$ cat config.mk
export PLATFORM = sky130hd
export DESIGN_NAME = xmodem_crc_receiver_flat
export DESIGN_NICKNAME = d
export VERILOG_FILES = /design/src/rtl/core/xcrc_pkg.sv /design/src/rtl/core/xcrc_if.sv /design/src/rtl/core/xcrc_cfg.sv /design/src/rtl/core/xcrc_core.sv /design/src/rtl/core/xcrc_resq.sv /design/src/rtl/core/xmodem_crc_receiver.sv /design/src/flat_wrapper.sv
export SDC_FILE = /design/constraint.sdc
export NUM_CORES = 1
export LEC_CHECK = 0
export BUFFER_PORTS_ARGS = -buffer_cell sky130_fd_sc_hd__buf_4
export CORE_ASPECT_RATIO = 0.6
export CORE_MARGIN = 2
export CORE_UTILIZATION = 50
export CTS_CLUSTER_DIAMETER = 80
export DETAILED_ROUTE_END_ITERATION = 7
export GPL_TIMING_DRIVEN = 1
export HOLD_SLACK_MARGIN = 0.03
export PLACE_DENSITY_LB_ADDON = 0.3
export SLEW_MARGIN = 20
export SYNTH_ARGS = -nofsm -noshare
export SYNTH_HDL_FRONTEND = slang
export SYNTH_SLANG_ARGS = --single-unit
$ cat constraint.sdc
create_clock -name clk -period 7.1 [get_ports clk]
set_input_delay 0.355 -clock clk [delete_from_list [all_inputs] [get_ports clk]]
set_output_delay 0.355 -clock clk [all_outputs]
set_load 0.05 [all_outputs]
$ cat src/rtl/core/xcrc_pkg.sv
// ----------------------------------------------------------------------------
// XMODEM-CRC receiver package
// Shared constants, types and the CRC-16 byte update.
// ----------------------------------------------------------------------------
`default_nettype none

package xcrc_pkg;

	// protocol bytes
	localparam logic [7:0] B_SOH = 8'h01;
	localparam logic [7:0] B_STX = 8'h02;
	localparam logic [7:0] B_EOT = 8'h04;
	localparam logic [7:0] B_ACK = 8'h06;
	localparam logic [7:0] B_NAK = 8'h15;
	localparam logic [7:0] B_CAN = 8'h18;
	localparam logic [7:0] B_C   = 8'h43;

	localparam logic [15:0] CRC_POLY = 16'h1021;

	localparam logic [10:0] SHORT_BYTES = 11'd128;
	localparam logic [10:0] LONG_BYTES  = 11'd1024;

	// input functions
	localparam logic [1:0] FN_BYTE  = 2'd0;
	localparam logic [1:0] FN_TICK  = 2'd1;
	localparam logic [1:0] FN_START = 2'd2;
	localparam logic [1:0] FN_WFAIL = 2'd3;

	// session status
	localparam logic [2:0] ST_OK     = 3'd0;
	localparam logic [2:0] ST_START  = 3'd1;
	localparam logic [2:0] ST_RETRY  = 3'd2;
	localparam logic [2:0] ST_CANCEL = 3'd3;
	localparam logic [2:0] ST_ORDER  = 3'd4;
	localparam logic [2:0] ST_WFAIL  = 3'd5;

	// configuration register indexes
	localparam int CFG_IDX_W = 3;
	localparam logic [CFG_IDX_W-1:0] CFG_IMAGE_LIMIT = 3'd0;
	localparam logic [CFG_IDX_W-1:0] CFG_BYTE_TMO    = 3'd1;
	localparam logic [CFG_IDX_W-1:0] CFG_QUIET       = 3'd2;
	localparam logic [CFG_IDX_W-1:0] CFG_START_ATT   = 3'd3;
	localparam logic [CFG_IDX_W-1:0] CFG_RETRY_LIM   = 3'd4;
	localparam int CFG_DATA_W = 24;

	localparam logic [23:0] RST_IMAGE_LIMIT = 24'd98304;
	localparam logic [15:0] RST_BYTE_TMO    = 16'd1000;
	localparam logic [15:0] RST_QUIET       = 16'd50;
	localparam logic [7:0]  RST_START_ATT   = 8'd60;
	localparam logic [7:0]  RST_RETRY_LIM   = 8'd10;

	typedef enum logic [7:0] {
		PH_HEADER = 8'b0000_0001,
		PH_BLK    = 8'b0000_0010,
		PH_NBLK   = 8'b0000_0100,
		PH_DATA   = 8'b0000_1000,
		PH_CRCH   = 8'b0001_0000,
		PH_CRCL   = 8'b0010_0000,
		PH_DRAIN  = 8'b0100_0000,
		PH_DONE   = 8'b1000_0000
	} phase_t;

	typedef struct packed {
		logic [23:0] image_limit;
		logic [15:0] byte_timeout_ms;
		logic [15:0] quiet_ms;
		logic [7:0]  start_attempts;
		logic [7:0]  retry_limit;
	} cfg_t;

	typedef struct packed {
		logic        send_valid;
		logic [7:0]  send_byte;
		logic        data_valid;
		logic [7:0]  data_byte;
		logic [9:0]  data_index;
		logic        block_good;
		logic [23:0] image_offset;
		logic [10:0] block_bytes;
		logic        done_res;
		logic [2:0]  status;
		logic        last;
	} res_t;

	// results produced by one item, handed to the result queue
	typedef struct packed {
		logic [1:0] count;
		res_t       r0;
		res_t       r1;
	} push_t;

	function automatic logic [15:0] crc_byte(input logic [15:0] crc, input logic [7:0] b);
		logic [15:0] c;
		c = crc ^ {b, 8'h00};
		for (int i = 0; i < 8; i++) begin
			c = c[15] ? ({c[14:0], 1'b0} ^ CRC_POLY) : {c[14:0], 1'b0};
		end
		return c;
	endfunction

endpackage

`default_nettype wire

$ cat src/rtl/core/xcrc_if.sv
// ----------------------------------------------------------------------------
// XMODEM-CRC receiver channels
// Valid/ready interfaces for input items and result items.
// ----------------------------------------------------------------------------
`default_nettype none

interface xcrc_in_if;
	logic       valid;
	logic       ready;
	logic [1:0] func;
	logic [7:0] rx_byte;

	modport source (output valid, output func, output rx_byte, input ready);
	modport sink   (input valid, input func, input rx_byte, output ready);
endinterface

interface xcrc_res_if;
	logic        valid;
	logic        ready;
	logic        send_valid;
	logic [7:0]  send_byte;
	logic        data_valid;
	logic [7:0]  data_byte;
	logic [9:0]  data_index;
	logic        block_good;
	logic [23:0] image_offset;
	logic [10:0] block_bytes;
	logic        done_res;
	logic [2:0]  status;
	logic        last;

	modport source (output valid, output send_valid, output send_byte, output data_valid,
		output data_byte, output data_index, output block_good, output image_offset,
		output block_bytes, output done_res, output status, output last, input ready);
	modport sink (input valid, input send_valid, input send_byte, input data_valid,
		input data_byte, input data_index, input block_good, input image_offset,
		input block_bytes, input done_res, input status, input last, output ready);
	modport monitor (input valid, input send_valid, input send_byte, input data_valid,
		input data_byte, input data_index, input block_good, input image_offset,
		input block_bytes, input done_res, input status, input last, input ready);
endinterface

`default_nettype wire

$ cat src/rtl/core/xcrc_cfg.sv
// ----------------------------------------------------------------------------
// XMODEM-CRC configuration registers
// Write-only register file holding limits and timeouts.
// ----------------------------------------------------------------------------
`default_nettype none

module xcrc_cfg
	import xcrc_pkg::*;
(
	input  wire logic                  clk,
	input  wire logic                  arst_n,
	input  wire logic                  cfg_we,
	input  wire logic [CFG_IDX_W-1:0]  cfg_index,
	input  wire logic [CFG_DATA_W-1:0] cfg_wdata,
	output cfg_t                       cfg
);

	cfg_t cfg_q;

	always_ff @(posedge clk or negedge arst_n) begin
		if (!arst_n) begin
			cfg_q.image_limit     <= RST_IMAGE_LIMIT;
			cfg_q.byte_timeout_ms <= RST_BYTE_TMO;
			cfg_q.quiet_ms        <= RST_QUIET;
			cfg_q.start_attempts  <= RST_START_ATT;
			cfg_q.retry_limit     <= RST_RETRY_LIM;
		end else if (cfg_we) begin
			unique case (cfg_index)
				CFG_IMAGE_LIMIT: cfg_q.image_limit     <= cfg_wdata[23:0];
				CFG_BYTE_TMO:    cfg_q.byte_timeout_ms <= cfg_wdata[15:0];
				CFG_QUIET:       cfg_q.quiet_ms        <= cfg_wdata[15:0];
				CFG_START_ATT:   cfg_q.start_attempts  <= cfg_wdata[7:0];
				CFG_RETRY_LIM:   cfg_q.retry_limit     <= cfg_wdata[7:0];
				default: ;
			endcase
		end
	end

	assign cfg = cfg_q;

endmodule

`default_nettype wire

$ cat src/rtl/core/xcrc_core.sv
// ----------------------------------------------------------------------------
// XMODEM-CRC protocol core
// Input register, packet parser state and per-item result generation.
// ----------------------------------------------------------------------------
`default_nettype none

module xcrc_core
	import xcrc_pkg::*;
(
	input  wire logic  clk,
	input  wire logic  arst_n,
	input  cfg_t       cfg,
	xcrc_in_if.sink    item,
	input  wire logic  space,
	output push_t      push
);

	logic       valid_s1;
	logic [1:0] func_s1;
	logic [7:0] byte_s1;
	logic       advance;

	phase_t      phase_q, phase_n;
	logic        started_q, started_n;
	logic [7:0]  expected_q, expected_n;
	logic [7:0]  block_q, block_n;
	logic        long_q, long_n;
	logic [10:0] count_q, count_n;
	logic [15:0] crc_q, crc_n;
	logic [7:0]  crch_q, crch_n;
	logic [15:0] idle_q, idle_n;
	logic [7:0]  start_q, start_n;
	logic [7:0]  retry_q, retry_n;
	logic [23:0] total_q, total_n;

	logic [15:0] idle_inc;
	logic [8:0]  start_inc, retry_inc;
	logic        start_fail, retry_fail;
	logic [10:0] size;
	logic [10:0] count_inc;
	logic        range_bad;
	res_t        r0, r1;
	logic [1:0]  n;

	assign advance    = valid_s1 && space;
	assign item.ready = !valid_s1 || space;

	always_ff @(posedge clk or negedge arst_n) begin
		if (!arst_n) begin
			valid_s1 <= 1'b0;
		end else if (item.ready) begin
			valid_s1 <= item.valid;
		end
	end

	always_ff @(posedge clk) begin
		if (item.ready && item.valid) begin
			func_s1 <= item.func;
			byte_s1 <= item.rx_byte;
		end
	end

	assign idle_inc   = (idle_q == 16'hFFFF) ? idle_q : idle_q + 16'd1;
	assign start_inc  = {1'b0, start_q} + 9'd1;
	assign retry_inc  = {1'b0, retry_q} + 9'd1;
	assign start_fail = start_inc > {1'b0, cfg.start_attempts};
	assign retry_fail = retry_inc > {1'b0, cfg.retry_limit};
	assign size       = long_q ? LONG_BYTES : SHORT_BYTES;
	assign count_inc  = count_q + 11'd1;
	assign range_bad  = ({1'b0, total_q} + {14'd0, size}) > {1'b0, cfg.image_limit};

	always_comb begin
		phase_n    = phase_q;
		started_n  = started_q;
		expected_n = expected_q;
		block_n    = block_q;
		long_n     = long_q;
		count_n    = count_q;
		crc_n      = crc_q;
		crch_n     = crch_q;
		idle_n     = idle_q;
		start_n    = start_q;
		retry_n    = retry_q;
		total_n    = total_q;
		r0         = '0;
		r1         = '0;
		n          = 2'd0;

		if (func_s1 == FN_START) begin
			phase_n    = PH_HEADER;
			started_n  = 1'b0;
			expected_n = 8'd1;
			block_n    = '0;
			long_n     = 1'b0;
			count_n    = '0;
			crc_n      = '0;
			crch_n     = '0;
			idle_n     = '0;
			start_n    = '0;
			retry_n    = '0;
			total_n    = '0;
		end else if (phase_q == PH_DONE) begin
			n = 2'd0;
		end else if (func_s1 == FN_WFAIL) begin
			r0.send_valid = 1'b1;
			r0.send_byte  = B_CAN;
			r1.send_valid = 1'b1;
			r1.send_byte  = B_CAN;
			r1.done_res   = 1'b1;
			r1.status     = ST_WFAIL;
			n             = 2'd2;
			phase_n       = PH_DONE;
		end else if (func_s1 == FN_TICK) begin
			idle_n = idle_inc;
			unique case (phase_q)
				PH_HEADER: begin
					if (idle_inc >= cfg.byte_timeout_ms) begin
						idle_n = '0;
						n      = 2'd1;
						if (!started_q) begin
							if (start_fail) begin
								r0.done_res = 1'b1;
								r0.status   = ST_START;
								phase_n     = PH_DONE;
							end else begin
								start_n       = start_inc[7:0];
								r0.send_valid = 1'b1;
								r0.send_byte  = B_C;
							end
						end else if (retry_fail) begin
							r0.done_res = 1'b1;
							r0.status   = ST_RETRY;
							phase_n     = PH_DONE;
						end else begin
							retry_n       = retry_inc[7:0];
							r0.send_valid = 1'b1;
							r0.send_byte  = B_NAK;
						end
					end
				end
				PH_DRAIN: begin
					if (idle_inc >= cfg.quiet_ms) begin
						idle_n = '0;
						n      = 2'd1;
						if (retry_fail) begin
							r0.done_res = 1'b1;
							r0.status   = ST_RETRY;
							phase_n     = PH_DONE;
						end else begin
							phase_n       = PH_HEADER;
							retry_n       = retry_inc[7:0];
							r0.send_valid = 1'b1;
							r0.send_byte  = B_NAK;
						end
					end
				end
				PH_BLK, PH_NBLK, PH_DATA, PH_CRCH, PH_CRCL: begin
					if (idle_inc >= cfg.byte_timeout_ms) begin
						idle_n  = '0;
						phase_n = PH_DRAIN;
					end
				end
				default: ;
			endcase
		end else begin
			idle_n = '0;
			unique case (phase_q)
				PH_HEADER: begin
					if (byte_s1 == B_EOT) begin
						r0.send_valid = 1'b1;
						r0.send_byte  = B_ACK;
						r0.done_res   = 1'b1;
						r0.status     = ST_OK;
						n             = 2'd1;
						phase_n       = PH_DONE;
					end else if (byte_s1 == B_CAN) begin
						r0.done_res = 1'b1;
						r0.status   = ST_CANCEL;
						n           = 2'd1;
						phase_n     = PH_DONE;
					end else if (byte_s1 == B_SOH || byte_s1 == B_STX) begin
						long_n  = (byte_s1 == B_STX);
						phase_n = PH_BLK;
					end
				end
				PH_BLK: begin
					block_n = byte_s1;
					phase_n = PH_NBLK;
				end
				PH_NBLK: begin
					if (block_q + byte_s1 == 8'hFF) begin
						count_n = '0;
						crc_n   = '0;
						phase_n = PH_DATA;
					end else begin
						phase_n = PH_DRAIN;
					end
				end
				PH_DATA: begin
					r0.data_valid = 1'b1;
					r0.data_byte  = byte_s1;
					r0.data_index = count_q[9:0];
					n             = 2'd1;
					crc_n         = crc_byte(crc_q, byte_s1);
					count_n       = count_inc;
					if (count_inc >= size) begin
						phase_n = PH_CRCH;
					end
				end
				PH_CRCH: begin
					crch_n  = byte_s1;
					phase_n = PH_CRCL;
				end
				PH_CRCL: begin
					if (crc_q != {crch_q, byte_s1}) begin
						phase_n = PH_DRAIN;
					end else if (block_q == expected_q && !range_bad) begin
						r0.send_valid   = 1'b1;
						r0.send_byte    = B_ACK;
						r0.block_good   = 1'b1;
						r0.image_offset = total_q;
						r0.block_bytes  = size;
						n               = 2'd1;
						total_n         = total_q + {13'd0, size};
						expected_n      = expected_q + 8'd1;
						started_n       = 1'b1;
						retry_n         = '0;
						phase_n         = PH_HEADER;
					end else if (block_q == expected_q - 8'd1 && block_q != expected_q) begin
						r0.send_valid = 1'b1;
						r0.send_byte  = B_ACK;
						n             = 2'd1;
						phase_n       = PH_HEADER;
					end else begin
						r0.send_valid = 1'b1;
						r0.send_byte  = B_CAN;
						r1.send_valid = 1'b1;
						r1.send_byte  = B_CAN;
						r1.done_res   = 1'b1;
						r1.status     = ST_ORDER;
						n             = 2'd2;
						phase_n       = PH_DONE;
					end
				end
				default: ;
			endcase
		end

		if (n == 2'd1) begin
			r0.last = 1'b1;
		end else if (n == 2'd2) begin
			r1.last = 1'b1;
		end
	end

	always_ff @(posedge clk or negedge arst_n) begin
		if (!arst_n) begin
			phase_q    <= PH_HEADER;
			started_q  <= 1'b0;
			expected_q <= 8'd1;
			block_q    <= '0;
			long_q     <= 1'b0;
			count_q    <= '0;
			crc_q      <= '0;
			crch_q     <= '0;
			idle_q     <= '0;
			start_q    <= '0;
			retry_q    <= '0;
			total_q    <= '0;
		end else if (advance) begin
			phase_q    <= phase_n;
			started_q  <= started_n;
			expected_q <= expected_n;
			block_q    <= block_n;
			long_q     <= long_n;
			count_q    <= count_n;
			crc_q      <= crc_n;
			crch_q     <= crch_n;
			idle_q     <= idle_n;
			start_q    <= start_n;
			retry_q    <= retry_n;
			total_q    <= total_n;
		end
	end

	assign push.count = advance ? n : 2'd0;
	assign push.r0    = r0;
	assign push.r1    = r1;

endmodule

`default_nettype wire

$ cat src/rtl/core/xcrc_resq.sv
// ----------------------------------------------------------------------------
// XMODEM-CRC result queue
// Four-entry queue taking up to two results a cycle, one out per transfer.
// ----------------------------------------------------------------------------
`default_nettype none

module xcrc_resq
	import xcrc_pkg::*;
(
	input  wire logic  clk,
	input  wire logic  arst_n,
	input  push_t      push,
	output logic       space,
	xcrc_res_if.source result
);

	res_t       mem [4];
	logic [1:0] wr_q, rd_q;
	logic [2:0] cnt_q;
	logic       pop;
	res_t       head;

	assign pop   = result.valid && result.ready;
	assign space = cnt_q <= 3'd2;

	always_ff @(posedge clk) begin
		if (push.count != 2'd0) begin
			mem[wr_q] <= push.r0;
		end
		if (push.count == 2'd2) begin
			mem[wr_q + 2'd1] <= push.r1;
		end
	end

	always_ff @(posedge clk or negedge arst_n) begin
		if (!arst_n) begin
			wr_q  <= '0;
			rd_q  <= '0;
			cnt_q <= '0;
		end else begin
			wr_q  <= wr_q + push.count;
			rd_q  <= rd_q + {1'b0, pop};
			cnt_q <= cnt_q + {1'b0, push.count} - {2'b0, pop};
		end
	end

	assign head = mem[rd_q];

	assign result.valid        = cnt_q != 3'd0;
	assign result.send_valid   = head.send_valid;
	assign result.send_byte    = head.send_byte;
	assign result.data_valid   = head.data_valid;
	assign result.data_byte    = head.data_byte;
	assign result.data_index   = head.data_index;
	assign result.block_good   = head.block_good;
	assign result.image_offset = head.image_offset;
	assign result.block_bytes  = head.block_bytes;
	assign result.done_res     = head.done_res;
	assign result.status       = head.status;
	assign result.last         = head.last;

endmodule

`default_nettype wire

$ cat src/rtl/core/xmodem_crc_receiver.sv
// ----------------------------------------------------------------------------
// XMODEM-CRC receiver
// Packet parser, CRC check and reply generation for an XMODEM-CRC download.
// ----------------------------------------------------------------------------
// Items (received bytes, millisecond ticks, session start, write-failure
// reports) enter through a registered input stage and are processed from
// that register; their results are pushed into a four-entry queue and leave
// from its head. An item that yields at most one result can follow every
// cycle while the results are taken; a cancel pair fills two queue
// entries, and the queue's free space (room for two results) sets when
// the next item is taken. Configuration may be written only while idle.
`default_nettype none

module xmodem_crc_receiver
	import xcrc_pkg::*;
(
	input  wire logic                  clk,
	input  wire logic                  arst_n,
	input  wire logic                  cfg_we,
	input  wire logic [CFG_IDX_W-1:0]  cfg_index,
	input  wire logic [CFG_DATA_W-1:0] cfg_wdata,
	xcrc_in_if.sink                    item,
	xcrc_res_if.source                 result
);

	cfg_t  cfg;
	push_t push;
	logic  space;

	xcrc_cfg u_cfg (
		.clk       (clk),
		.arst_n    (arst_n),
		.cfg_we    (cfg_we),
		.cfg_index (cfg_index),
		.cfg_wdata (cfg_wdata),
		.cfg       (cfg)
	);

	xcrc_core u_core (
		.clk    (clk),
		.arst_n (arst_n),
		.cfg    (cfg),
		.item   (item),
		.space  (space),
		.push   (push)
	);

	xcrc_resq u_resq (
		.clk    (clk),
		.arst_n (arst_n),
		.push   (push),
		.space  (space),
		.result (result)
	);

endmodule

`default_nettype wire

$ cat src/flat_wrapper.sv
// flat-port wrapper written by rule: the top's interface ports become plain ports
module xmodem_crc_receiver_flat import xcrc_pkg::*;
  (clk, arst_n, cfg_we, cfg_index, cfg_wdata, item_valid, item_func, item_rx_byte, item_ready, result_valid, result_send_valid, result_send_byte, result_data_valid, result_data_byte, result_data_index, result_block_good, result_image_offset, result_block_bytes, result_done_res, result_status, result_last, result_ready);
  xcrc_in_if item_i ();
  xcrc_res_if result_i ();
  input  wire logic clk;
  input  wire logic arst_n;
  input  wire logic cfg_we;
  input  wire logic [CFG_IDX_W-1:0] cfg_index;
  input  wire logic [CFG_DATA_W-1:0] cfg_wdata;
  input wire logic [$bits(item_i.valid)-1:0] item_valid;
  input wire logic [$bits(item_i.func)-1:0] item_func;
  input wire logic [$bits(item_i.rx_byte)-1:0] item_rx_byte;
  output wire logic [$bits(item_i.ready)-1:0] item_ready;
  output wire logic [$bits(result_i.valid)-1:0] result_valid;
  output wire logic [$bits(result_i.send_valid)-1:0] result_send_valid;
  output wire logic [$bits(result_i.send_byte)-1:0] result_send_byte;
  output wire logic [$bits(result_i.data_valid)-1:0] result_data_valid;
  output wire logic [$bits(result_i.data_byte)-1:0] result_data_byte;
  output wire logic [$bits(result_i.data_index)-1:0] result_data_index;
  output wire logic [$bits(result_i.block_good)-1:0] result_block_good;
  output wire logic [$bits(result_i.image_offset)-1:0] result_image_offset;
  output wire logic [$bits(result_i.block_bytes)-1:0] result_block_bytes;
  output wire logic [$bits(result_i.done_res)-1:0] result_done_res;
  output wire logic [$bits(result_i.status)-1:0] result_status;
  output wire logic [$bits(result_i.last)-1:0] result_last;
  input wire logic [$bits(result_i.ready)-1:0] result_ready;
  assign item_i.valid = item_valid;
  assign item_i.func = item_func;
  assign item_i.rx_byte = item_rx_byte;
  assign item_ready = item_i.ready;
  assign result_valid = result_i.valid;
  assign result_send_valid = result_i.send_valid;
  assign result_send_byte = result_i.send_byte;
  assign result_data_valid = result_i.data_valid;
  assign result_data_byte = result_i.data_byte;
  assign result_data_index = result_i.data_index;
  assign result_block_good = result_i.block_good;
  assign result_image_offset = result_i.image_offset;
  assign result_block_bytes = result_i.block_bytes;
  assign result_done_res = result_i.done_res;
  assign result_status = result_i.status;
  assign result_last = result_i.last;
  assign result_i.ready = result_ready;
  xmodem_crc_receiver u_core (.clk(clk), .arst_n(arst_n), .cfg_we(cfg_we), .cfg_index(cfg_index), .cfg_wdata(cfg_wdata), .item(item_i), .result(result_i));
endmodule
# After elaboration in Yosys (flattened, before gate mapping)
# Memory sizes are Yosys's and may differ from the RTL's.
# Index checks and enable logic that the tools add are counted.
word_totals:
  latchBits: 0
  rom_bits: 0
  register_bits: 207
  out_inout_bits: 71
  ramBits: 276
  n_memories: 1
  in_bits: 42
  wordCells: 321
classes:
  order_cmp: 7
  add_sub_neg: 14
  n_div: 0
  eq_ne: 50
  reduce_logical: 40
  n_bitwise: 9
  mul: 0
  shift: 0
  muxes: 177
memory_table:
  columns: ["name", "words", "word_bits", "rd", "rd_ports_with_merged_regs", "wr", "line_no", "text"]
  rows:
  - ["u_core.u_resq.mem", 4, 69, 1, 0, 2, "xcrc_resq.sv:17", "res_t mem [4];"]
ops:
  columns: ["cell", "count"]
  rows:
  - ["8-bit two-way mux", 54]
  - ["16-bit two-way mux", 12]
  - ["24-bit two-way mux", 7]
  - ["9-bit two-way mux", 17]
  - ["68-bit two-way mux", 2]
  - ["36-bit two-way mux", 3]
  - ["13-bit two-way mux", 8]
  - ["4-bit two-way mux", 17]
  - ["11-bit two-way mux", 6]
  - ["16-bit one-hot mux with 2 select lines", 2]
  - ["59-bit two-way mux", 1]
  - ["55-bit two-way mux", 1]
  - ["8-bit one-hot mux with 6 select lines", 1]
  - ["9-bit one-hot mux with 2 select lines", 2]
  - ["16-bit >= comparator", 2]
  - ["1-bit two-way mux", 26]
  - ["24-bit by 11-bit adder with 25-bit output", 1]
  - ["25-bit by 24-bit greater-than comparator with 1-bit output", 1]
  - ["24-bit by 11-bit adder with 24-bit output", 1]
  - ["3-bit inverter", 8]
  - ["8-bit one-hot mux with 3 select lines", 1]
  - ["11-bit one-hot mux with 2 select lines", 1]
  - ["5-bit != test, second input constant", 4]
  - ["19-bit two-way mux", 1]
  - ["64 further kinds", 118]

# Logic depth before layout (Yosys ltp)
# Gate-level depths: netlist (run 1).
logic_depth:
  depth_word: 22
  ltp_mapped: 25
  depth_no_buf: 24

# By module
# A second synthesis (run 1) with hierarchy kept.
hier_totals:
  cells_unflattened: 2060
  hier_area_um2: 26923.3
modules_own_cells:
  columns: ["module", "seq_area_each_um2", "n_inst", "area_each_um2", "cells_each"]
  rows:
  - ["xcrc_resq", 8463.1, 1, 13700.6, 709]
  - ["xcrc_core", 3080.5, 1, 10336.2, 1195]
  - ["xcrc_cfg", 1823.0, 1, 2886.5, 156]

# Worst setup path after synthesis (run 1)
# OpenSTA, ideal clock, no wires.
synth_timing:
  kind: "reg-to-reg"
  from: "reg u_core.u_core.long_q"
  to: "mem u_core.u_resq.mem[1][0] in the netlist's numbering, enable pin"
  t_arrival_ps: 4494
  n_path_buf: 3
  path_slack_ps: 2287
  stages_incl_launch_ff: 23
  period_less_slack_ps: 4813
  cell_sequence: "dfrtp_1 > inv_1 > ha_1 > ha_1 > a31oi_1 > nor2b_1 > nand2b_1 > or2_2 > clkbuf_1 > nor2_1 > xnor2_1 > ha_1 > nand3_1 > nor4_1 > o31ai_1 > o2111a_1 > a2111o_1 > a21oi_4 > o21ai_2 > a211o_1 > buf_6 > buf_6 > inv_1"
synth_rtl:
  columns: ["element", "line_no", "text"]
  rows:
  - ["start: declaration", "xcrc_core.sv:27", "logic long_q, long_n;"]
  - ["start signal: assignment", "xcrc_core.sv:275", "long_q <= long_n;"]
  - ["end: declaration", "xcrc_resq.sv:17", null]

==> results of run 1 <==
[final timing paths]
check	end	from
worst min register to register	u_core.u_resq.mem[0][57]	u_core.u_resq.mem[0][57]
worst max-delay path	u_core.u_resq.mem[2][64]	u_core.u_core.long_q
worst max register to register	u_core.u_resq.mem[2][64]	u_core.u_core.long_q
worst min-delay path	u_core.u_core.valid_s1	item_valid
min in group asynchronous	u_core.u_cfg.cfg[53]	arst_n
max in group asynchronous	u_core.u_core.count_q[10]	arst_n
[worst register-to-register path, delay by kind of cell, from the launching register on]
family          cells  cell delay [ns]
simple gates        7             1.73
xor+xnor            1             0.11
compound gates      7             2.19
fa+ha+maj           3             0.77
flops               1             0.40
buf+inv             2             0.60
[cell type report]
| cell class | instances | share of cell area [%] |
|---|---|---|
| clock buffer | 57 | 4.62 |
| clock inverter | 13 | 0.693 |
| inverter | 91 | 1.44 |
| multi-input combinational | 1486 | 44.6 |
| sequential | 408 | 40.3 |
| tap | 570 | 3.02 |
| timing repair buffer | 157 | 5.29 |
[metrics by stage]
step                power [mW]  hold slack (ns)  cell area (um2)  worst slack [ns]
detailed placement        4.83            0.441            22100              1.17
global route              7.26           0.0367            23600             0.618
CTS                       6.93           0.0339            23600              1.15
global placement          4.77            0.437            22100              1.50
floorplan                 4.25           0.0594            21000              2.29
finish                    6.91           0.0525            23600              1.06
[power by group through the flow]
stage / Combinational [mW] / Clock (mW) / Sequential, mW
6_report: 1.99 / 2.09 / 2.83
3_5_place_dp: 1.96 / 0 / 2.87
2_1_floorplan: 1.51 / 0 / 2.74
4_1_cts: 1.98 / 2.12 / 2.82
3_3_place_gp: 1.91 / 0 / 2.86
5_1_grt: 2.17 / 2.22 / 2.86
[kinds of logic (layout without fill, tap and decap cells)]
kind of cell	after synthesis	after routing	share of synthesized area (%)
buffers and inverters	237	318	4.94
other	1	11	0.0179
and+or+nand+nor	669	669	15.0
AOI/OAI and AO/OA	464	464	14.4
DFF	408	408	45.4
adders and majority gates	93	93	5.61
xor gates and xnor gates	111	111	4.67
muxes	138	138	9.93
[synth_stat cells (7+ instances only)]
cell | n | area [um2]
o21a_1 | 11 | 82.6
or3_1 | 12 | 75.1
o211ai_1 | 7 | 52.6
xnor2_1 | 83 | 727
a22o_1 | 62 | 543
buf_2 | 35 | 175
nor4_1 | 13 | 81.3
inv_1 | 91 | 342
nor2_1 | 67 | 251
nand2_1 | 344 | 1290
buf_1 | 7 | 26.3
buf_4 | 17 | 128
nor3_1 | 32 | 160
nor2b_1 | 16 | 100
o2bb2ai_1 | 28 | 245
nand2b_1 | 20 | 125
a21o_1 | 11 | 82.6
and3_1 | 15 | 93.8
a21oi_1 | 93 | 465
a31oi_1 | 8 | 50.1
edfxtp_1 | 38 | 1140
nand3_1 | 53 | 265
ha_1 | 91 | 1140
dfrtp_1 | 171 | 4280
mux2_2 | 42 | 473
mux4_2 | 52 | 1170
xor2_1 | 27 | 236
nand4_1 | 26 | 163
o31ai_1 | 21 | 158
clkbuf_1 | 81 | 304
o21ai_0 | 168 | 841
dfstp_2 | 19 | 499
a211oi_1 | 12 | 90.1
dfxtp_1 | 180 | 3600
and2_1 | 31 | 194
mux2i_1 | 44 | 440
[metal layers]
metal	up-vias	track usage (%)	wire [um]
met5	-	0	0
met3	48	5.40	4670
li1	7621	-	-
met2	627	37.9	23800
met1	7962	39.2	26500
met4	0	4.24	566
[state kept, by name (all words and copies together) (netlist names), 3 cells and up]
signal	count
u_core.u_resq.mem	208
u_core.u_cfg.cfg	72
u_core.u_core.total_q	17
u_core.u_core.crc_q	16
u_core.u_core.idle_q	16
u_core.u_core.count_q	11
u_core.u_core.block_q	8
u_core.u_core.byte_s1	8
u_core.u_core.crch_q	8
u_core.u_core.expected_q	8
u_core.u_core.phase_q	8
u_core.u_core.retry_q	8
u_core.u_core.start_q	8
u_core.u_resq.cnt_q	3
==> results.toml, run 1 <==
[timing]
rsz0062_at_grt = "false"
post-route-period-util_pct = 85.0
fin_skew_ns = 0.0270
max_freq_ghz = 0.166
worst_slew_pin_slew_ns = 1.12
finalMaxSlewViolations = 0
fin_crit_ns = 6.04
slew_headroom_pct = 25.2
hold_viol = 0
tns_ns = 0
setup_viol = 0

[run]
drv_cap = 0

[worst_setup_path]
cpMostUsedCell = "ha_1"
critical_path_depth = 20
critPathLaunchType = "flip-flop"
criticalPathCategory = "flip-flop to flip-flop"
cp.required_ns = 7.41
r2r_slack_ns = 1.06
crit_family = "compound AO/OA/AOI/OAI gates"
path_cells = "inv_1, ha_1, ha_1, a31oi_1, nor2b_1, nand2b_1, or2_2, nor2_1, xor2_1, ha_1, nand3_1, nor4_1, o31ai_1, o2111a_1, a211oi_1, o21a_1, o21ai_4, a2bb2oi_4, inv_1, and2_1"
critPathMaxStageDelay_ns = 0.71
worst-path-buf-inv = 2
crit_arrival_ns = 6.35
cp_max_fo = 23
r2r_cells = 20
cp_slowest_cell = "a2bb2oi_4"
endpoint_kind = "flip-flop"

[final_layout]
seq_area_um2 = 9530
nFillCells = 3543
multi_input_area_um2 = 10600
layout_common_cells = "344 x nand2_1, 180 x dfxtp_1, 169 x dfrtp_1"
final_common_cell = "nand2_1"
finalNonFillerCells = 2782
utilization_pct = 56.8
drive_above_1_share_pct = 15.2
area_growth_pct = 12.6
nets = 2317
diodes = 0

[floorplan]
die_x_um = 269
start_util_pct = 50.4
die_h_um = 163
io_pins = 113
rows = 58
fp.dieArea_um2 = 43700
core_area_um2 = 41700

[synthesis]
synth.distinct_cells = 83
synth_edf_count = 38
syn_area_per_cell_um2 = 9.90
yosys_warnings = 0
ys_seq_area_share_pct = 45.4
ys_ff_latch = 408
syn_inst = 2121
ys.flop_type = "dfxtp_1"
async_flop_share_pct = 46.6
netlist_area_um2 = 21000

[clock_network]
cts.sinks = 408
cts.htree.levels = 2
clk_pin_slew_ns = 0.07
cts_root_buffer = "clkbuf_16"
cts_resized = 0
postCtsHoldBufs = 26
cts_setup_buffers = 0
numCtsBuffers = 38
cts_tree = "done"
clk_latency_ns = 0.55
clockBufferDepth = 3

[placement]
hpwlAfterDp_um = 38400
gp_congestion = 0.922
port-buffer-count = 101
placed_cells = 2686

[pwr]
p_clk_share_pct = 30.3
leakage_nw = 9.87
irDropWorstVdd_mv = 0.204
p_sw_share_pct = 34.6
comb_power_share_pct = 28.8
seqPwrFrac_pct = 40.9
internal-power_mw = 4.52
switchingPower_mw = 2.39
cellPowerDensity_nw_per_um2 = 292

[detailed_routing]
vias_per_cell = 5.84
wl_per_cell_um = 19.9
dr_total_vias = 16300
drtIter0Drc = 1681
wirelength_um = 55500
antenna_left = 0
first_pass_iters = 5
drcViolationCount = 0

[global_routing]
grt_max_degree = 124
grt_pass1_wl_um = 88200
gr-total-overflow = 0
grt_pass1_vias = 15800
track_usage_pct = 25.7
antenna_found_initial = 0

[min_path]
worstHoldPathType = "primary input to flip-flop"
min_path_cells = 2

[run_status]
status = "completed"
(Power assumes the default switching activity.)
==> inputs of run 2 (changes only) <==
ABC_AREA = 1   (was unset)
==> run 2 against run 1 <==
Net effect: die area increased by 5.1%; clock power rose by 6%; setup slack better by 0.49 ns; sequential share of layout area is 1.4 points lower; final area rose by 3.6%; final cell count rose by 27%; sequential cell count stayed put; routed wire length rose by 13%; critical endpoint is now u_core.u_resq.mem[3][3].
==> results.toml, run 2 <==
[run_status]
status = "completed"

[detailed_routing]
antenna_left = 0
wl_per_cell_um = 17.8
drcViolationCount = 0
drtIter0Drc = 1834
first_pass_iters = 5
vias_per_cell = 5.64
wirelength_um = 62700
dr_total_vias = 19900

[timing]
slew_headroom_pct = 23.5
post-route-period-util_pct = 78.1
hold_viol = 0
max_freq_ghz = 0.180
fin_skew_ns = 0.0223
timing.hold.ws_ns = 0.0625
finalMaxSlewViolations = 0
setup_viol = 0
fin_crit_ns = 5.54
tns_ns = 0
rsz0062_at_grt = "false"
worst_slew_pin_slew_ns = 1.14

[final_layout]
largest_reg_flops = 208
utilization_pct = 56.4
seq_area_um2 = 9520
area_growth_pct = 10.9
layout_common_cells = "564 x nand2_1, 360 x nand3_1, 291 x inv_1"
final_common_cell = "nand2_1"
drive_above_1_share_pct = 10.3
multi_input_area_um2 = 10600
diodes = 0
nets = 3047
nFillCells = 3944
regMostFlops = "u_core.u_resq.mem"

[floorplan]
core_area_um2 = 43500
die_h_um = 167
rows = 59
fp.dieArea_um2 = 45900
io_pins = 113
start_util_pct = 50.8
die_x_um = 275

[min_path]
min_path_cells = 3
worstHoldPathType = "primary input to flip-flop"

[clock_network]
cts.sinks = 408
clockBufferDepth = 3
cts.htree.levels = 2
cts_root_buffer = "clkbuf_16"
numCtsBuffers = 41
cts_setup_buffers = 0
clk_pin_slew_ns = 0.07
clk_latency_ns = 0.56
cts_tree = "done"

[synthesis]
syn_inst = 2889
yosysMostFrequentCell = "nand2_1"
yosys-top-cells-count = "564 x nand2_1, 364 x nand3_1, 292 x inv_1, 264 x nor2_1, 251 x o21ai_0"
yosys_warnings = 0
synth.area.top_cells = "dfrtp_1 19%, dfxtp_1 16%, nand2_1 9.6%"
synth.top_cell.area_share_pct = 19.4
synth_top_area_cell = "dfrtp_1"
synth_edf_count = 38
netlist_area_um2 = 22100
syn_area_per_cell_um2 = 7.65
ys.flop_type = "dfxtp_1"
ys_ff_latch = 408
async_flop_share_pct = 46.6
ys_seq_area_share_pct = 43.1
synth.distinct_cells = 59

[worst_setup_path]
criticalPathCategory = "flip-flop to flip-flop"
worst-path-buf-inv = 4
critical_path_depth = 22
critPathLaunchType = "flip-flop"
crit_arrival_ns = 5.76
r2r_cells = 22
cp.required_ns = 7.31
critPathMaxStageDelay_ns = 0.54
cp_slowest_cell = "buf_4"
crit_family = "simple AND/OR/NAND/NOR gates"
cpMostUsedCell = "nand2_1"
cp_max_fo = 62
path_cells = "inv_1, nor3_1, nand2_1, nor2_1, nand2_1, nor3_1, nand3_1, a32oi_1, ha_1, nand2_1, inv_1, nand3_1, inv_1, a21oi_1, nand3_1, nand2_1, nand3_1, nand4_4, nand2_4, nand2_2, buf_4, nand2_1"
endpoint_kind = "flip-flop"

[pwr]
cellPowerDensity_nw_per_um2 = 387
leakage_nw = 11.8
p_total_mw = 9.48
irDropWorstVdd_mv = 0.547

[run]
drv_cap = 0

[global_routing]
grt_pass1_vias = 19200
antenna_found_initial = 1
gr-total-overflow = 0
grt_pass1_wl_um = 102000
grt_max_degree = 94
track_usage_pct = 27.6

[placement]
port-buffer-count = 101
hpwlAfterDp_um = 42100
gp_congestion = 0.994
[run 2: timing repair]
action / 4_1_cts / 5_1_grt
hold endpoints to repair: 82 / 0
hold buffers: 12 / 0
resized for setup: 0 / 0
[run 2: metal layers]
metal | vias up | global-route usage, % | share of wire, %
met1 | 9388 | 41.3 | 46
met3 | 122 | 4.74 | 8.5
met4 | 0 | 6.79 | 2.3
met5 | - | 0 | 0
li1 | 9539 | - | -
met2 | 832 | 41.1 | 43
[run 2: cell families after synthesis]
group | synth area share [%]
AOI/OAI and AO/OA | 11.8
muxes | 0.561
xor gates and xnor gates | 3.96
DFF | 43.1
other | 0.0170
adders and majority gates | 5.33
and+or+nand+nor | 26.0
buffers and inverters | 9.26
[run 2: tightest hold or removal path: cells and delay by family]
family	cells	cell delay, ns
simple gates	1	0.09
buf+inv	1	0.12
compound gates	1	0.05
[run 2: layout make-up]
class	count	share of cell area [%]
Clock inverter	12	0.567
Inverter	324	4.96
Tap cell	579	2.96
Clock buffer	62	4.98
Multi-Input combinational cell	1999	43.3
Timing Repair Buffer	138	4.38
Sequential cell	408	38.9
[run 2: final timing paths]
kind	startpoint	to	slack (ns)
setup reg to reg	u_core.u_core.idle_q[0]	u_core.u_resq.mem[3][3]	1.56
hold reg to reg	u_core.u_resq.mem[2][22]	u_core.u_resq.mem[2][22]	0.43
setup / recovery	u_core.u_core.idle_q[0]	u_core.u_resq.mem[3][3]	1.56
hold / removal	cfg_wdata[16]	u_core.u_cfg.cfg[64]	0.06
max in group asynchronous	arst_n	u_core.u_resq.rd_q[0]	5.28
min in group asynchronous	arst_n	u_core.u_core.crc_q[12]	0.41
[run 2: through the flow]
step	instances	setup WS, ns	area, um2
2_1_floorplan	2899	3.12	22100
3_3_place_gp	3436	1.93	23000
3_5_place_dp	3436	1.73	23000
4_1_cts	3522	1.71	24500
5_1_grt	3522	1.01	24500
6_report	3522	1.56	24500
[run 2: power breakdown]
part           internal (mW)  switching (mW)
clock network           1.27           0.953
logic                   1.20            3.04
registers               2.74           0.283
total                   5.20            4.28
==> inputs of run 3 (changes only) <==
ABC_AREA = 0   (was 1)
clock period = 4.76 ns   (was 7.1 ns; I/O delays follow)
==> run 3 against run 2 <==
Net effect: routed wire length is 11% lower; sequential power is 44% higher; largest power group is now sequential cells; count of clock-buffer cells in the layout down 5; final cell count is 19% lower; register-to-register slack worse by 1.4 ns; sequential cell count unchanged.
==> results.toml, run 3 (same netlist as run 1, synthesis figures left out) <==
[detailed_routing]
drtIter0Drc = 1601
antenna_left = 0
wl_per_cell_um = 19.5
vias_per_cell = 5.84
drcViolationCount = 0
dr_total_vias = 16800
wirelength_um = 56000
first_pass_iters = 6

[pwr]
irDropWorstVdd_mv = 0.320
internal-power_mw = 7.03
leakage_nw = 10.4
p_clk_share_pct = 30.7
seqPwrFrac_pct = 40.5
comb_power_share_pct = 28.8
switchingPower_mw = 3.69
cellPowerDensity_nw_per_um2 = 435
p_sw_share_pct = 34.4

[global_routing]
grt_util_met1_pct = 39.5
grt_pass1_wl_um = 90700
grt_busiest_layer = "met1"
grt_use_met2_pct = 38.6
grt_use_met3_pct = 5.10
grt_pass1_vias = 16800
track_usage_pct = 26.1
antenna_found_initial = 3
grt_max_degree = 105
gr-total-overflow = 0

[clock_network]
numCtsBuffers = 39
cts.sinks = 408
clockBufferDepth = 3
cts.htree.levels = 2
clk_latency_ns = 0.55
cts_tree = "done"
cts_root_buffer = "clkbuf_16"
clk_pin_slew_ns = 0.07

[worst_setup_path]
endpoint_kind = "flip-flop"
r2r_slack_ns = 0.15
criticalPathCategory = "flip-flop to flip-flop"
path_cells = "and4_4, nand4_1, nor3_2, buf_4, nand3_1, buf_4, nand2_1, xnor2_1, ha_2, o21a_1, o21ai_1, nor4_1, o31ai_1, buf_4, o211a_4, buf_4, nand2b_2, o21ai_2, a211o_4, buf_12, a22o_1"
cp.required_ns = 5.19
cpMostUsedCell = "buf_4"
r2r_start = "u_core.u_core.idle_q[6]"
critPathMaxStageDelay_ns = 0.39
rr_endpoint = "u_core.u_resq.mem[1][33]"
critPathLaunchType = "flip-flop"
cp_max_fo = 22
crit_arrival_ns = 5.04
cp_slowest_cell = "dfrtp_1"
r2r_cells = 21

[timing]
worst_slew_pin_slew_ns = 0.901
finalMaxSlewViolations = 0
slew_headroom_pct = 39.9
fin_skew_ns = 0.0169
setup_viol = 0
timing.hold.ws_ns = 0.0921
max_freq_ghz = 0.217
fin_crit_ns = 4.61
tns_ns = 0
rsz0062_at_grt = "true"
hold_viol = 0
post-route-period-util_pct = 96.8

[floorplan]
core_area_um2 = 41700
io_pins = 113
start_util_pct = 50.4
rows = 58
die_x_um = 269
die_h_um = 163
fp.dieArea_um2 = 43700

[placement]
gp_congestion = 0.932
hpwlAfterDp_um = 39300
port-buffer-count = 101

[final_layout]
regMostFlops = "u_core.u_resq.mem"
layout_common_cells = "341 x nand2_1, 188 x buf_4, 180 x dfxtp_1"
area_growth_pct = 17.5
largest_reg_flops = 208
utilization_pct = 59.2
nets = 2398
drive_above_1_share_pct = 19.4
final_common_cell = "nand2_1"

[min_path]
min-delay-start = "result_ready"
worstHoldPathType = "primary input to flip-flop"
whs_endpoint = "u_core.u_resq.rd_q[0]"
min_path_cells = 3

[run]
drv_cap = 0

[run_status]
status = "completed"
run 3: power groups by stage:
| stage | Sequential (mW) | Combinational, mW | Clock [mW] |
|---|---|---|---|
| 2_1_floorplan | 4.09 | 2.26 | 0 |
| 6_report | 4.34 | 3.09 | 3.29 |
| 3_5_place_dp | 4.41 | 2.93 | 0 |
| 4_1_cts | 4.34 | 2.98 | 3.34 |
| 3_3_place_gp | 4.39 | 2.85 | 0 |
| 5_1_grt | 4.41 | 3.33 | 3.49 |
run 3: worst max path at each step:
stage	start	to	slack [ns]	cells past startpoint
2_1_floorplan	u_core.u_core.long_q	u_core.u_resq.cnt_q[2]	0.02	25
3_3_place_gp	u_core.u_core.idle_q[6]	u_core.u_resq.mem[0][1]	-0.06	18
3_5_place_dp	u_core.u_core.idle_q[6]	u_core.u_resq.mem[0][64]	-0.18	18
4_1_cts	u_core.u_core.idle_q[3]	u_core.u_resq.mem[0][1]	0.004	20
5_1_grt	u_core.u_core.long_q	u_core.u_resq.mem[1][68]	-0.07	20
6_report	u_core.u_core.idle_q[6]	u_core.u_resq.mem[1][33]	0.15	21
run 3: area by class of cell:
| class | count | area (um2) |
|---|---|---|
| Antenna cell | 3 | 7.51 |
| Timing Repair Buffer | 237 | 2030 |
| Fill cell | 3452 | 17000 |
| Clock buffer | 57 | 1190 |
| Inverter | 91 | 345 |
| Multi-Input combinational cell | 1486 | 10700 |
| Sequential cell | 408 | 9530 |
| Clock inverter | 15 | 165 |
| Tap cell | 570 | 713 |
run 3: metrics by stage:
step / cells / total power [mW] / area [um2] / setup slack, ns
5_1_grt: 2865 / 11.2 / 24700 / -0.0695
3_3_place_gp: 2749 / 7.24 / 22800 / -0.0595
2_1_floorplan: 2131 / 6.35 / 21000 / 0.0194
4_1_cts: 2857 / 10.7 / 24500 / 0.00417
6_report: 2867 / 10.7 / 24700 / 0.152
3_5_place_dp: 2749 / 7.33 / 22800 / -0.180
run 3: timing repair:
| action | in CTS | in global routing |
|---|---|---|
| buffers inserted | 0 | 7 |
| resized for setup | 3 | 34 |
| cloned | 0 | 0 |
| setup endpoints to repair | 137 | 243 |
| hold buffers | 36 | 0 |
| endpoints found under the hold margin | 169 | 0 |
| pin swaps | 2 | 18 |
run 3: layer usage:
| layer | vias up | share of wire, % | wire (um) |
|---|---|---|---|
| met2 | 585 | 43 | 24200 |
| met4 | 0 | 1.4 | 783 |
| met3 | 71 | 7.7 | 4290 |
| met1 | 8315 | 48 | 26700 |
| met5 | - | 0 | 0 |
| li1 | 7786 | - | - |
run 3: critical path: cells and delay by family, from the launching register on:
kind,cells,cell delay (ns)
adder cells (fa/ha/maj),1,0.38
AND/OR/NAND/NOR,7,1.05
AO/OA/AOI/OAI,7,1.58
buffers and inverters,5,0.81
flip-flops,1,0.39
XOR/XNOR,1,0.26
